--- config.mk ---
export PLATFORM = sky130hd
export DESIGN_NAME = single_source_shortest_paths
export DESIGN_NICKNAME = d
export VERILOG_FILES = /design/src/rtl/ssp_pkg.sv /design/src/rtl/single_source_shortest_paths.sv /design/src/rtl/ssp_ram.sv /design/src/rtl/ssp_relax.sv
export SDC_FILE = /design/constraint.sdc
export NUM_CORES = 2
export LEC_CHECK = 0
export BUFFER_PORTS_ARGS = -buffer_cell sky130_fd_sc_hd__buf_2
export CORE_MARGIN = 2
export CORE_UTILIZATION = 64
export DETAILED_ROUTE_END_ITERATION = 10
export GPL_ROUTABILITY_DRIVEN = 1
export PLACE_DENSITY = 0.82
export REMOVE_ABC_BUFFERS = 1
export SETUP_SLACK_MARGIN = 0.02
export SLEW_MARGIN = 20
export SYNTH_ARGS = -nofsm -noshare
export SYNTH_HDL_FRONTEND = slang
export SYNTH_HIERARCHICAL = 1
export SYNTH_SLANG_ARGS = --single-unit
--- constraint.sdc ---
create_clock -name clk -period 8.7 [get_ports clk]
set_input_delay 2.175 -clock clk [delete_from_list [all_inputs] [get_ports clk]]
set_output_delay 2.175 -clock clk [all_outputs]
set_load 0.05 [all_outputs]
--- src/rtl/ssp_pkg.sv ---
// shared types and constants for the single-source shortest path block
// no dependencies

package ssp_pkg;

    // default sizes, handed to the top level parameters
    localparam int NODES_DEF = 16;
    localparam int EDGES_DEF = 64;

    // fixed field widths
    localparam int NODE_FIELD_W = 4;
    localparam int WEIGHT_W     = 16;
    localparam int DIST_W       = 24;
    localparam int COUNT_W      = 5;
    localparam int OP_W         = 2;

    localparam int EDGE_DATA_W = 2 * NODE_FIELD_W + WEIGHT_W;
    localparam int NODE_DATA_W = NODE_FIELD_W + DIST_W;

    localparam logic [COUNT_W-1:0] NODE_COUNT_RST = COUNT_W'(16);

    localparam logic signed [DIST_W-1:0] DIST_MAX = {1'b0, {(DIST_W-1){1'b1}}};
    localparam logic signed [DIST_W-1:0] DIST_MIN = {1'b1, {(DIST_W-1){1'b0}}};

    // operation codes
    localparam logic [OP_W-1:0] OP_CLEAR = 2'd0;
    localparam logic [OP_W-1:0] OP_ADD   = 2'd1;
    localparam logic [OP_W-1:0] OP_RUN   = 2'd2;

    typedef enum logic [2:0] {
        ST_IDLE,
        ST_ROOT,
        ST_EDGE_RD,
        ST_NODE_RD,
        ST_RELAX,
        ST_OUT_RD,
        ST_OUT_LOAD
    } state_t;

    typedef struct packed {
        logic                     improve;
        logic signed [DIST_W-1:0] cand;
    } relax_t;

endpackage

--- src/rtl/single_source_shortest_paths.sv ---
// single-source shortest paths over a stored edge table, one edge relaxed at a time
// clear and add: result word in the output register in the cycle after the input word
// run: root write, n-1 relaxation rounds and a check pass over the edges, n being node_count
//   clamped to [2, NODES] (none when the root is not below n, only the root write on an empty
//   table); each edge: edge ram read, node ram read, relax; each result: node ram read, load
// reset: edge table empty, node_count 16, no result pending; ram contents undefined

module single_source_shortest_paths import ssp_pkg::*; #(
    parameter int NODES = NODES_DEF,
    parameter int EDGES = EDGES_DEF
) (
    input  logic                       clk,
    input  logic                       rst_n,
    // configuration write channel (node_count)
    input  logic                       cfg_valid,
    output logic                       cfg_ready,
    input  logic [COUNT_W-1:0]         cfg_data,
    // input words
    input  logic                       in_valid,
    output logic                       in_stall,
    input  logic [OP_W-1:0]            operation,
    input  logic [NODE_FIELD_W-1:0]    edge_from,
    input  logic [NODE_FIELD_W-1:0]    edge_to,
    input  logic signed [WEIGHT_W-1:0] edge_weight,
    input  logic [NODE_FIELD_W-1:0]    root,
    // result words
    output logic                       out_valid,
    input  logic                       out_stall,
    output logic [NODE_FIELD_W-1:0]    node,
    output logic signed [DIST_W-1:0]   distance,
    output logic [NODE_FIELD_W-1:0]    predecessor,
    output logic                       reachable,
    output logic                       negative_cycle,
    output logic                       status,
    output logic                       last
);

    localparam int CNT_W   = $clog2(NODES + 1);
    localparam int NADDR_W = $clog2(NODES);
    localparam int EADDR_W = (EDGES > 1) ? $clog2(EDGES) : 1;
    localparam int ECNT_W  = $clog2(EDGES + 1);
    localparam int CMP_W   = (CNT_W > COUNT_W) ? CNT_W : COUNT_W;

    // control state
    state_t               state_reg, state_next;
    logic [COUNT_W-1:0]   node_count_reg, node_count_next;
    logic [ECNT_W-1:0]    edge_total_reg, edge_total_next;
    logic [CNT_W-1:0]     n_reg, n_next;
    logic [CNT_W-1:0]     round_reg, round_next;
    logic [ECNT_W-1:0]    e_reg, e_next;
    logic [NADDR_W-1:0]   i_reg, i_next;
    logic [NODE_FIELD_W-1:0] root_reg, root_next;
    logic                 check_reg, check_next;
    logic                 neg_reg, neg_next;
    logic [NODES-1:0]     reached_reg, reached_next;
    logic                 out_valid_reg, out_valid_next;

    // result word register
    logic                     out_load;
    logic [NODE_FIELD_W-1:0]  node_reg, node_next;
    logic signed [DIST_W-1:0] distance_reg, distance_next;
    logic [NODE_FIELD_W-1:0]  pred_reg, pred_next;
    logic                     reach_reg, reach_next;
    logic                     negc_reg, negc_next;
    logic                     status_reg, status_next;
    logic                     last_reg, last_next;

    // ram ports
    logic                     edge_we, edge_re;
    logic [EADDR_W-1:0]       edge_waddr, edge_raddr;
    logic [EDGE_DATA_W-1:0]   edge_wdata, edge_rdata;
    logic                     node_we, node_re;
    logic [NADDR_W-1:0]       node_waddr, src_raddr, dst_raddr;
    logic [NODE_DATA_W-1:0]   node_wdata, src_rdata, dst_rdata;

    // decoded edge and node words
    logic [NODE_FIELD_W-1:0]  e_src, e_dst;
    logic signed [WEIGHT_W-1:0] e_weight;
    logic [NADDR_W-1:0]       e_src_addr, e_dst_addr;
    logic signed [DIST_W-1:0] dist_src, dist_dst;
    logic [NODE_FIELD_W-1:0]  parent_out;
    relax_t                   relax;

    logic                     out_free;
    logic                     in_accept;
    logic                     table_full;
    logic [CMP_W-1:0]         count_ext;
    logic [CMP_W-1:0]         n_clamped;
    logic                     edge_pass_end;
    logic                     last_node;

    assign cfg_ready = 1'b1;

    // output register frees up when empty or being taken this cycle
    assign out_free  = !out_valid_reg || !out_stall;
    assign in_stall  = !((state_reg == ST_IDLE) && out_free);
    assign in_accept = in_valid && !in_stall;

    assign table_full = (edge_total_reg == ECNT_W'(EDGES));

    // node_count clamped to the supported range at run start
    assign count_ext = CMP_W'(node_count_reg);
    always_comb
    begin
        if (count_ext < CMP_W'(2))
        begin
            n_clamped = CMP_W'(2);
        end
        else if (count_ext > CMP_W'(NODES))
        begin
            n_clamped = CMP_W'(NODES);
        end
        else
        begin
            n_clamped = count_ext;
        end
    end

    // edge word: {from, to, weight}
    assign e_src    = edge_rdata[EDGE_DATA_W-1 -: NODE_FIELD_W];
    assign e_dst    = edge_rdata[WEIGHT_W +: NODE_FIELD_W];
    assign e_weight = edge_rdata[WEIGHT_W-1:0];

    // node addresses; out-of-range endpoints are rejected by the relax unit
    assign e_src_addr = NADDR_W'(e_src);
    assign e_dst_addr = NADDR_W'(e_dst);

    // node word: {parent, distance}
    assign dist_src   = src_rdata[DIST_W-1:0];
    assign dist_dst   = dst_rdata[DIST_W-1:0];
    assign parent_out = src_rdata[NODE_DATA_W-1 -: NODE_FIELD_W];

    assign edge_pass_end = (e_reg + ECNT_W'(1)) == edge_total_reg;
    assign last_node     = CMP_W'(i_reg) == (CMP_W'(n_reg) - CMP_W'(1));

    ssp_relax #(
        .NODES (NODES)
    ) u_relax (
        .src         (e_src),
        .dst         (e_dst),
        .weight      (e_weight),
        .node_total  (n_reg),
        .src_reached (reached_reg[src_raddr]),
        .dst_reached (reached_reg[dst_raddr]),
        .dist_src    (dist_src),
        .dist_dst    (dist_dst),
        .result      (relax)
    );

    // edge table
    ssp_ram #(
        .WIDTH (EDGE_DATA_W),
        .DEPTH (EDGES)
    ) u_edge_ram (
        .clk   (clk),
        .we    (edge_we),
        .waddr (edge_waddr),
        .wdata (edge_wdata),
        .re    (edge_re),
        .raddr (edge_raddr),
        .rdata (edge_rdata)
    );

    // node table, kept in two identical copies so source and target read together
    ssp_ram #(
        .WIDTH (NODE_DATA_W),
        .DEPTH (NODES)
    ) u_src_ram (
        .clk   (clk),
        .we    (node_we),
        .waddr (node_waddr),
        .wdata (node_wdata),
        .re    (node_re),
        .raddr (src_raddr),
        .rdata (src_rdata)
    );

    ssp_ram #(
        .WIDTH (NODE_DATA_W),
        .DEPTH (NODES)
    ) u_dst_ram (
        .clk   (clk),
        .we    (node_we),
        .waddr (node_waddr),
        .wdata (node_wdata),
        .re    (node_re),
        .raddr (dst_raddr),
        .rdata (dst_rdata)
    );

    // next state and datapath control
    always_comb
    begin
        state_next      = state_reg;
        node_count_next = node_count_reg;
        edge_total_next = edge_total_reg;
        n_next          = n_reg;
        round_next      = round_reg;
        e_next          = e_reg;
        i_next          = i_reg;
        root_next       = root_reg;
        check_next      = check_reg;
        neg_next        = neg_reg;
        reached_next    = reached_reg;
        out_valid_next  = out_valid_reg && out_stall;

        out_load      = 1'b0;
        node_next     = '0;
        distance_next = '0;
        pred_next     = '0;
        reach_next    = 1'b0;
        negc_next     = 1'b0;
        status_next   = 1'b0;
        last_next     = 1'b1;

        edge_we    = 1'b0;
        edge_waddr = edge_total_reg[EADDR_W-1:0];
        edge_wdata = {edge_from, edge_to, edge_weight};
        edge_re    = 1'b0;
        edge_raddr = e_reg[EADDR_W-1:0];

        node_we    = 1'b0;
        node_waddr = e_dst_addr;
        node_wdata = {e_src, relax.cand};
        node_re    = 1'b0;
        src_raddr  = e_src_addr;
        dst_raddr  = e_dst_addr;

        if (cfg_valid && cfg_ready)
        begin
            node_count_next = cfg_data;
        end

        unique case (state_reg)
            ST_IDLE:
            begin
                if (in_accept)
                begin
                    unique case (operation)
                        OP_CLEAR:
                        begin
                            edge_total_next = '0;
                            out_load        = 1'b1;
                            out_valid_next  = 1'b1;
                        end
                        OP_ADD:
                        begin
                            if (!table_full)
                            begin
                                edge_we         = 1'b1;
                                edge_total_next = edge_total_reg + ECNT_W'(1);
                            end
                            status_next    = table_full;
                            out_load       = 1'b1;
                            out_valid_next = 1'b1;
                        end
                        OP_RUN:
                        begin
                            n_next       = n_clamped[CNT_W-1:0];
                            reached_next = '0;
                            neg_next     = 1'b0;
                            check_next   = 1'b0;
                            round_next   = CNT_W'(1);
                            e_next       = '0;
                            i_next       = '0;
                            root_next    = root;
                            if (CMP_W'(root) < n_clamped)
                            begin
                                reached_next[NADDR_W'(root)] = 1'b1;
                                state_next = ST_ROOT;
                            end
                            else
                            begin
                                state_next = ST_OUT_RD;
                            end
                        end
                        default:
                        begin
                            // unused code, no result
                        end
                    endcase
                end
            end
            ST_ROOT:
            begin
                // root starts at distance 0 and is its own parent
                node_we    = 1'b1;
                node_waddr = NADDR_W'(root_reg);
                node_wdata = {root_reg, {DIST_W{1'b0}}};
                state_next = (edge_total_reg == '0) ? ST_OUT_RD : ST_EDGE_RD;
            end
            ST_EDGE_RD:
            begin
                edge_re    = 1'b1;
                state_next = ST_NODE_RD;
            end
            ST_NODE_RD:
            begin
                node_re    = 1'b1;
                state_next = ST_RELAX;
            end
            ST_RELAX:
            begin
                if (relax.improve)
                begin
                    if (check_reg)
                    begin
                        neg_next = 1'b1;
                    end
                    else
                    begin
                        node_we                  = 1'b1;
                        reached_next[dst_raddr]  = 1'b1;
                    end
                end
                if (edge_pass_end)
                begin
                    e_next = '0;
                    if (check_reg)
                    begin
                        state_next = ST_OUT_RD;
                    end
                    else
                    begin
                        if (round_reg == (n_reg - CNT_W'(1)))
                        begin
                            check_next = 1'b1;
                        end
                        else
                        begin
                            round_next = round_reg + CNT_W'(1);
                        end
                        state_next = ST_EDGE_RD;
                    end
                end
                else
                begin
                    e_next     = e_reg + ECNT_W'(1);
                    state_next = ST_EDGE_RD;
                end
            end
            ST_OUT_RD:
            begin
                node_re    = 1'b1;
                src_raddr  = i_reg;
                state_next = ST_OUT_LOAD;
            end
            ST_OUT_LOAD:
            begin
                // node ram data holds until the output register has room
                src_raddr = i_reg;
                if (out_free)
                begin
                    out_load       = 1'b1;
                    out_valid_next = 1'b1;
                    node_next      = NODE_FIELD_W'(CMP_W'(i_reg));
                    reach_next     = reached_reg[i_reg];
                    distance_next  = reached_reg[i_reg] ? dist_src : '0;
                    pred_next      = reached_reg[i_reg] ? parent_out : '0;
                    negc_next      = neg_reg;
                    last_next      = last_node;
                    if (last_node)
                    begin
                        state_next = ST_IDLE;
                    end
                    else
                    begin
                        i_next     = i_reg + NADDR_W'(1);
                        state_next = ST_OUT_RD;
                    end
                end
            end
            default:
            begin
                state_next = ST_IDLE;
            end
        endcase
    end

    always_ff @(posedge clk or negedge rst_n)
    begin
        if (!rst_n)
        begin
            state_reg      <= ST_IDLE;
            node_count_reg <= NODE_COUNT_RST;
            edge_total_reg <= '0;
            n_reg          <= CNT_W'(2);
            round_reg      <= '0;
            e_reg          <= '0;
            i_reg          <= '0;
            root_reg       <= '0;
            check_reg      <= 1'b0;
            neg_reg        <= 1'b0;
            reached_reg    <= '0;
            out_valid_reg  <= 1'b0;
        end
        else
        begin
            state_reg      <= state_next;
            node_count_reg <= node_count_next;
            edge_total_reg <= edge_total_next;
            n_reg          <= n_next;
            round_reg      <= round_next;
            e_reg          <= e_next;
            i_reg          <= i_next;
            root_reg       <= root_next;
            check_reg      <= check_next;
            neg_reg        <= neg_next;
            reached_reg    <= reached_next;
            out_valid_reg  <= out_valid_next;
        end
    end

    // result word payload, loaded only when the register takes a new word
    always_ff @(posedge clk)
    begin
        if (out_load)
        begin
            node_reg     <= node_next;
            distance_reg <= distance_next;
            pred_reg     <= pred_next;
            reach_reg    <= reach_next;
            negc_reg     <= negc_next;
            status_reg   <= status_next;
            last_reg     <= last_next;
        end
    end

    assign out_valid      = out_valid_reg;
    assign node           = node_reg;
    assign distance       = distance_reg;
    assign predecessor    = pred_reg;
    assign reachable      = reach_reg;
    assign negative_cycle = negc_reg;
    assign status         = status_reg;
    assign last           = last_reg;

endmodule

--- src/rtl/ssp_ram.sv ---
// generic single-port-write, single-port-read ram with registered read data
// no dependencies

module ssp_ram #(
    parameter int WIDTH = 8,
    parameter int DEPTH = 16,
    localparam int ADDR_W = (DEPTH > 1) ? $clog2(DEPTH) : 1
) (
    input  logic              clk,
    input  logic              we,
    input  logic [ADDR_W-1:0] waddr,
    input  logic [WIDTH-1:0]  wdata,
    input  logic              re,
    input  logic [ADDR_W-1:0] raddr,
    output logic [WIDTH-1:0]  rdata
);

    logic [WIDTH-1:0] mem [DEPTH];
    logic [WIDTH-1:0] rdata_reg;

    always_ff @(posedge clk)
    begin
        if (we)
        begin
            mem[waddr] <= wdata;
        end
        if (re)
        begin
            rdata_reg <= mem[raddr];
        end
    end

    assign rdata = rdata_reg;

endmodule

--- src/rtl/ssp_relax.sv ---
// edge relaxation test: saturating candidate distance and improvement check
// depends on ssp_pkg

module ssp_relax import ssp_pkg::*; #(
    parameter int NODES = NODES_DEF,
    localparam int CNT_W = $clog2(NODES + 1)
) (
    input  logic [NODE_FIELD_W-1:0]  src,
    input  logic [NODE_FIELD_W-1:0]  dst,
    input  logic signed [WEIGHT_W-1:0] weight,
    input  logic [CNT_W-1:0]         node_total,
    input  logic                     src_reached,
    input  logic                     dst_reached,
    input  logic signed [DIST_W-1:0] dist_src,
    input  logic signed [DIST_W-1:0] dist_dst,
    output relax_t                   result
);

    localparam int CMP_W = (CNT_W > NODE_FIELD_W + 1) ? CNT_W : NODE_FIELD_W + 1;

    logic signed [DIST_W:0]   sum;
    logic signed [DIST_W-1:0] cand;
    logic                     in_range;

    // one extra bit catches overflow of the 24-bit distance
    assign sum = {dist_src[DIST_W-1], dist_src}
               + {{(DIST_W + 1 - WEIGHT_W){weight[WEIGHT_W-1]}}, weight};

    always_comb
    begin
        if (sum[DIST_W] != sum[DIST_W-1])
        begin
            cand = sum[DIST_W] ? DIST_MIN : DIST_MAX;
        end
        else
        begin
            cand = sum[DIST_W-1:0];
        end
    end

    assign in_range = (CMP_W'(src) < CMP_W'(node_total))
                   && (CMP_W'(dst) < CMP_W'(node_total));

    assign result.cand    = cand;
    assign result.improve = in_range && src_reached
                         && (!dst_reached || (cand < dist_dst));

endmodule

## Word level (Yosys, flattened, before mapping)

Memory sizes are Yosys's and may differ from the RTL's. A register that Yosys moved wholly into a read port is not among the register bits.
Cells that the tools add are included.

- Add/sub/neg operators: 6
- Eq/ne operators: 23
- Reduce and logical (&&, ||, !) cells: 35
- Order comparisons: 12
- Bitwise operators: 1
- Multiplexer cells: 79

Operators by type and width:

| cell | number |
|---|---|
| 16-bit 2-to-1 mux | 5 |
| 24-bit 2-to-1 mux | 2 |
| 5-bit 2-to-1 mux | 7 |
| 16-bit one-hot mux with 2 select lines | 1 |
| 1-bit 2-to-1 mux | 30 |
| 28-bit 2-to-1 mux | 1 |
| 7-bit 2-to-1 mux | 4 |
| 7-bit one-hot mux with 2 select lines | 2 |
| 24-bit by 16-bit adder with 25-bit output | 1 |
| 24-bit < comparator | 1 |
| 3-bit 2-to-1 mux | 8 |
| 4-bit 2-to-1 mux | 6 |
| 3-bit one-hot mux with 7 select lines | 1 |
| 4-bit by 5-bit < comparator with 1-bit output (second input constant) | 4 |
| 2-bit inequality test (second input constant) | 9 |
| 16-bit OR | 1 |
| 4-bit by 5-bit < comparator with 1-bit output | 3 |
| 3-bit AND reduction | 5 |
| 5-bit AND reduction | 3 |
| 7-bit by 1-bit adder with 7-bit output (second input constant) | 2 |
| 1-bit binary-select mux with 4-bit select | 3 |
| 1-bit one-hot mux with 2 select lines | 5 |
| 5-bit one-hot mux with 2 select lines | 1 |
| 3-bit equality test (second input constant) | 3 |
| 29 further kinds | 48 |

- Flip-flop bits (word level): 95
- Input bits: 40
- Memories: 3
- Memory bits (writable): 2,432

Memory list:

| name | depth | bits a word | read ports | clocked after Yosys merged registers in | wr ports | RTL line | source |
|---|---|---|---|---|---|---|---|
| u_edge_ram.mem | 64 | 24 | 1 | 1 | 1 | ssp_ram.sv:18 | `logic [WIDTH-1:0] mem [DEPTH];` |
| u_dst_ram.mem | 16 | 28 | 1 | 1 | 1 | ssp_ram.sv:18 |  |
| u_src_ram.mem | 16 | 28 | 1 | 1 | 1 | ssp_ram.sv:18 |  |

## Longest topological paths before layout

- Word-level depth: 11
- Gate-level depth with buffers: 24
- Depth with buffers taken out: 21

## Cells and area by module

Netlist, hierarchy kept.

By module, submodules not included:

| module | cells each | area each (um^2) | instances | seq. area each (um^2) |
|---|---|---|---|---|
| ssp_ram (u_edge_ram) | 2,610 | 59,535.8 | 1 | 46,844.9 |
| ssp_ram (u_dst_ram) | 735 | 17,815.8 | 1 | 14,293.7 |
| ssp_ram (u_src_ram) | 735 | 17,814.6 | 1 | 14,293.7 |
| single_source_shortest_paths | 576 | 5,575.3 | 1 | 2,560.0 |
| ssp_relax | 343 | 2,432.3 | 1 | 0.0 |

## Least setup slack after synthesis

No wires, ideal clock.

- Kind: reg2reg
- From: reg u_edge_ram.rdata_reg[15] (netlist: u_edge_ram/rdata[15]), read port of u_edge_ram.mem
- To: mem u_dst_ram/mem[0][0] in the netlist's numbering (enable)
- Path buffers: 3
- Cell stages (with the launch flop): 24
- Path slack: 1,352 ps
- Period minus slack after synthesis: 7,348 ps
- Data arrival time: 6,900 ps
- Setup time: 448 ps
- Path through: edfxtp_1 -> ha_1 -> buf_2 -> nand3_2 -> or4_1 -> a311o_1 -> o2111ai_1 -> and3_1 -> buf_6 -> nor2_4 -> buf_6 -> a21oi_1 -> ha_1 -> a21o_1 -> a21o_1 -> a211oi_1 -> o21ai_0 -> a31oi_1 -> a21boi_0 -> nor4_1 -> nand3_1 -> nand2_1 -> or3b_2 -> nor3_1

RTL lines:

| item | RTL line | source |
|---|---|---|
| start: declaration | ssp_ram.sv:19 | `logic [WIDTH-1:0] rdata_reg;` |
| end: declaration | ssp_ram.sv:18 |  |

==> impl_metrics.yaml <==
placement:
  dp_hpwl_um: 144000
  place_congestion: 0.923
  portBuffers: 77
final_layout:
  final_util_pct: 71.2
  area_delta_synth_final_pct: 10.5
  largest_reg_flops: 1536
  regMostFlops: "u_edge_ram/mem"
  nets: 5216
  drive_gt1_share_pct: 24.6
  top_regs: "u_edge_ram/mem (1536), u_src_ram/mem (448), u_dst_ram/mem (384)"
yosys:
  syn-cell-area_um2: 101000
  yosys_warnings: 6
  post_synth.cell_area_avg_um2: 20.5
  synth_cells: 4903
cts:
  cts-root-buf: "clkbuf_16"
  clock-sinks: 2539
  htreeDepth: 4
  clk_latency_ns: 0.89
  clk_path_buf_depth: 3
  ctsResizeCount: 0
  tritoncts: "built"
  clk_pin_slew_ns: 0.07
  hold_buffers: 0
  cts_setup_buffers: 0
  numCtsBuffers: 233
die:
  start_util_pct: 64.5
  core.rowCount: 145
  io_pins: 79
  core_area_um2: 156000
  die_x_um: 401
  die-area_um2: 161000
  die_height_um: 401
sta:
  post-route-period-util_pct: 92.2
  fin_setup_tns_ns: 0
  drv_slew: 0
  final_hold_viol_count: 0
  setup_viol: 0
  period_minus_slack_ns: 8.02
  skew_ns: 0.0472
  rsz0062_at_grt: "false"
  max_freq_ghz: 0.125
  worst_slew_pin_slew_ns: 1.15
  slew_headroom_pct: 23.3
setup_path:
  worstPathCellList: "ha_1, nand4_1, or4_1, a311o_1, o2111ai_1, and3_1, nand2_4, a21oi_1, ha_1, a21o_1, a21o_1, a211oi_1, o21ai_0, a31oi_1, a21boi_0, nor4_1, nand3_1, nand2_1, or3b_2, nor2_4"
  cp-end-kind: "register"
  critPathArrivalTime_ns: 8.50
  crit_buf_inv: 0
  start_kind: "register"
  cp.required_ns: 9.18
  path_delay_family: "simple AND/OR/NAND/NOR gates"
  max_stage_delay_ns: 0.79
  worst-setup-path-type: "register to register"
  slowest_stage: "nor2_4"
  cp_max_fo: 28
power:
  clock_power_share_pct: 23.4
  p_int_mw: 27.2
  switching_share_pct: 36.6
  p_seq_share_pct: 40.6
  switching_power_mw: 15.7
  power_leakage_nw: 35.4
  p_per_area_nw_per_um2: 385
  irDropWorstVdd_v: 0.000755
  combPwrFrac_pct: 36.0
  power_mw: 42.9
routing:
  drcViolationCount: 0
  viasPerCell: 7.17
  drt_wl_total_um: 257000
  num_vias: 52900
  drtAntennaViolNets: 0
  drt_iter0_markers: 8860
  drtPass1Iterations: 6
  wl_per_cell_um: 34.9
job:
  max-cap-violations: 0
grt:
  grt_max_degree: 124
  grt_pass1_wl_um: 370000
  grt_overflow: 0
  grt_pass1_vias: 52200
  grt_usage_pct: 32.3
  grt_antenna_before_repair: 22
hold_path:
  hp-class: "register to register"
run_status:
  outcome: "finished clean"
[worst reg2reg max path, cell delays in order (launching register included)]
cell       delay [ns]
edfxtp_1         0.59
ha_1             0.54
nand4_1          0.20
or4_1            0.56
a311o_1          0.32
o2111ai_1        0.15
and3_1           0.49
nand2_4          0.24
a21oi_1          0.22
ha_1             0.28
a21o_1           0.17
a21o_1           0.18
a211oi_1         0.24
o21ai_0          0.13
a31oi_1          0.27
a21boi_0         0.16
nor4_1           0.71
nand3_1          0.14
nand2_1          0.59
or3b_2           0.64
nor2_4           0.79
[power by group through the flow]
stage,Combinational (mW),Clock [mW],Sequential [mW]
6_report,15.4,10.0,17.4
5_1_grt,16.1,10.6,17.4
4_1_cts,15.1,10.1,17.4
3_5_place_dp,14.9,0,17.6
3_3_place_gp,14.4,0,17.6
2_1_floorplan,8.78,0,18.1
[cell usage in the layout (no fill, tap or decap), types with 53 or more instances in the layout]
cell type  instances
edfxtp_1        2480
mux4_2           537
clkbuf_16        235
nand2_1          175
buf_4            158
a22oi_1          134
mux2i_1          101
a21oi_1           95
nor2_2            79
o21ai_0           73
buf_2             70
nor2_1            65
ha_1              61
clkbuf_1          59
mux2_2            58
a221oi_1          55
o22ai_1           55
dfrtp_1           53
[layout make-up]
type / count / area (µm²)
repair buffers: 233 / 1640
clock inverters: 134 / 1350
flip-flops and latches: 2539 / 76000
fillers: 8554 / 44900
diodes: 8 / 20.0
clock buffers: 295 / 6120
inverters: 53 / 206
multi-input cells: 2054 / 23400
well taps: 2058 / 2570
[stage by stage]
stage	hold slack (ns)	worst slack [ns]	instances	area, µm²
finish	0.508	0.680	7374	111000
global route	0.541	0.393	7366	111000
CTS	0.499	1.01	7366	111000
detailed placement	0.479	0.957	6937	104000
global placement	0.473	0.951	6936	104000
floorplan	0.446	-8.53	4646	99200
[final timing paths]
kind | from | to | slack, ns | cells past startpoint
setup / recovery | u_edge_ram/rdata[15]$_DFFE_PP_ | u_src_ram/mem[3][7]$_DFFE_PP_ | 0.68 | 20
hold / removal | root_reg[3]$_DFFE_PN0P_ | root_reg[3]$_DFFE_PN0P_ | 0.51 | 2
setup reg to reg | u_edge_ram/rdata[15]$_DFFE_PP_ | u_src_ram/mem[3][7]$_DFFE_PP_ | 0.68 | 20
hold reg to reg | root_reg[3]$_DFFE_PN0P_ | root_reg[3]$_DFFE_PN0P_ | 0.51 | 2
max in group asynchronous | rst_n | e_reg[1]$_DFFE_PN0P_ | 6.53 | 2
min in group asynchronous | rst_n | e_reg[5]$_DFFE_PN0P_ | 1.51 | 2
[routing by layer]
metal	GRT usage (%)	vias up	wire length, µm
met4	12.4	14	11700
met5	0	-	93
li1	-	20900	-
met3	7.23	666	32000
met2	51.0	4225	124000
met1	44.8	27100	89600
Note: power is estimated with default switching activity, not from simulation.
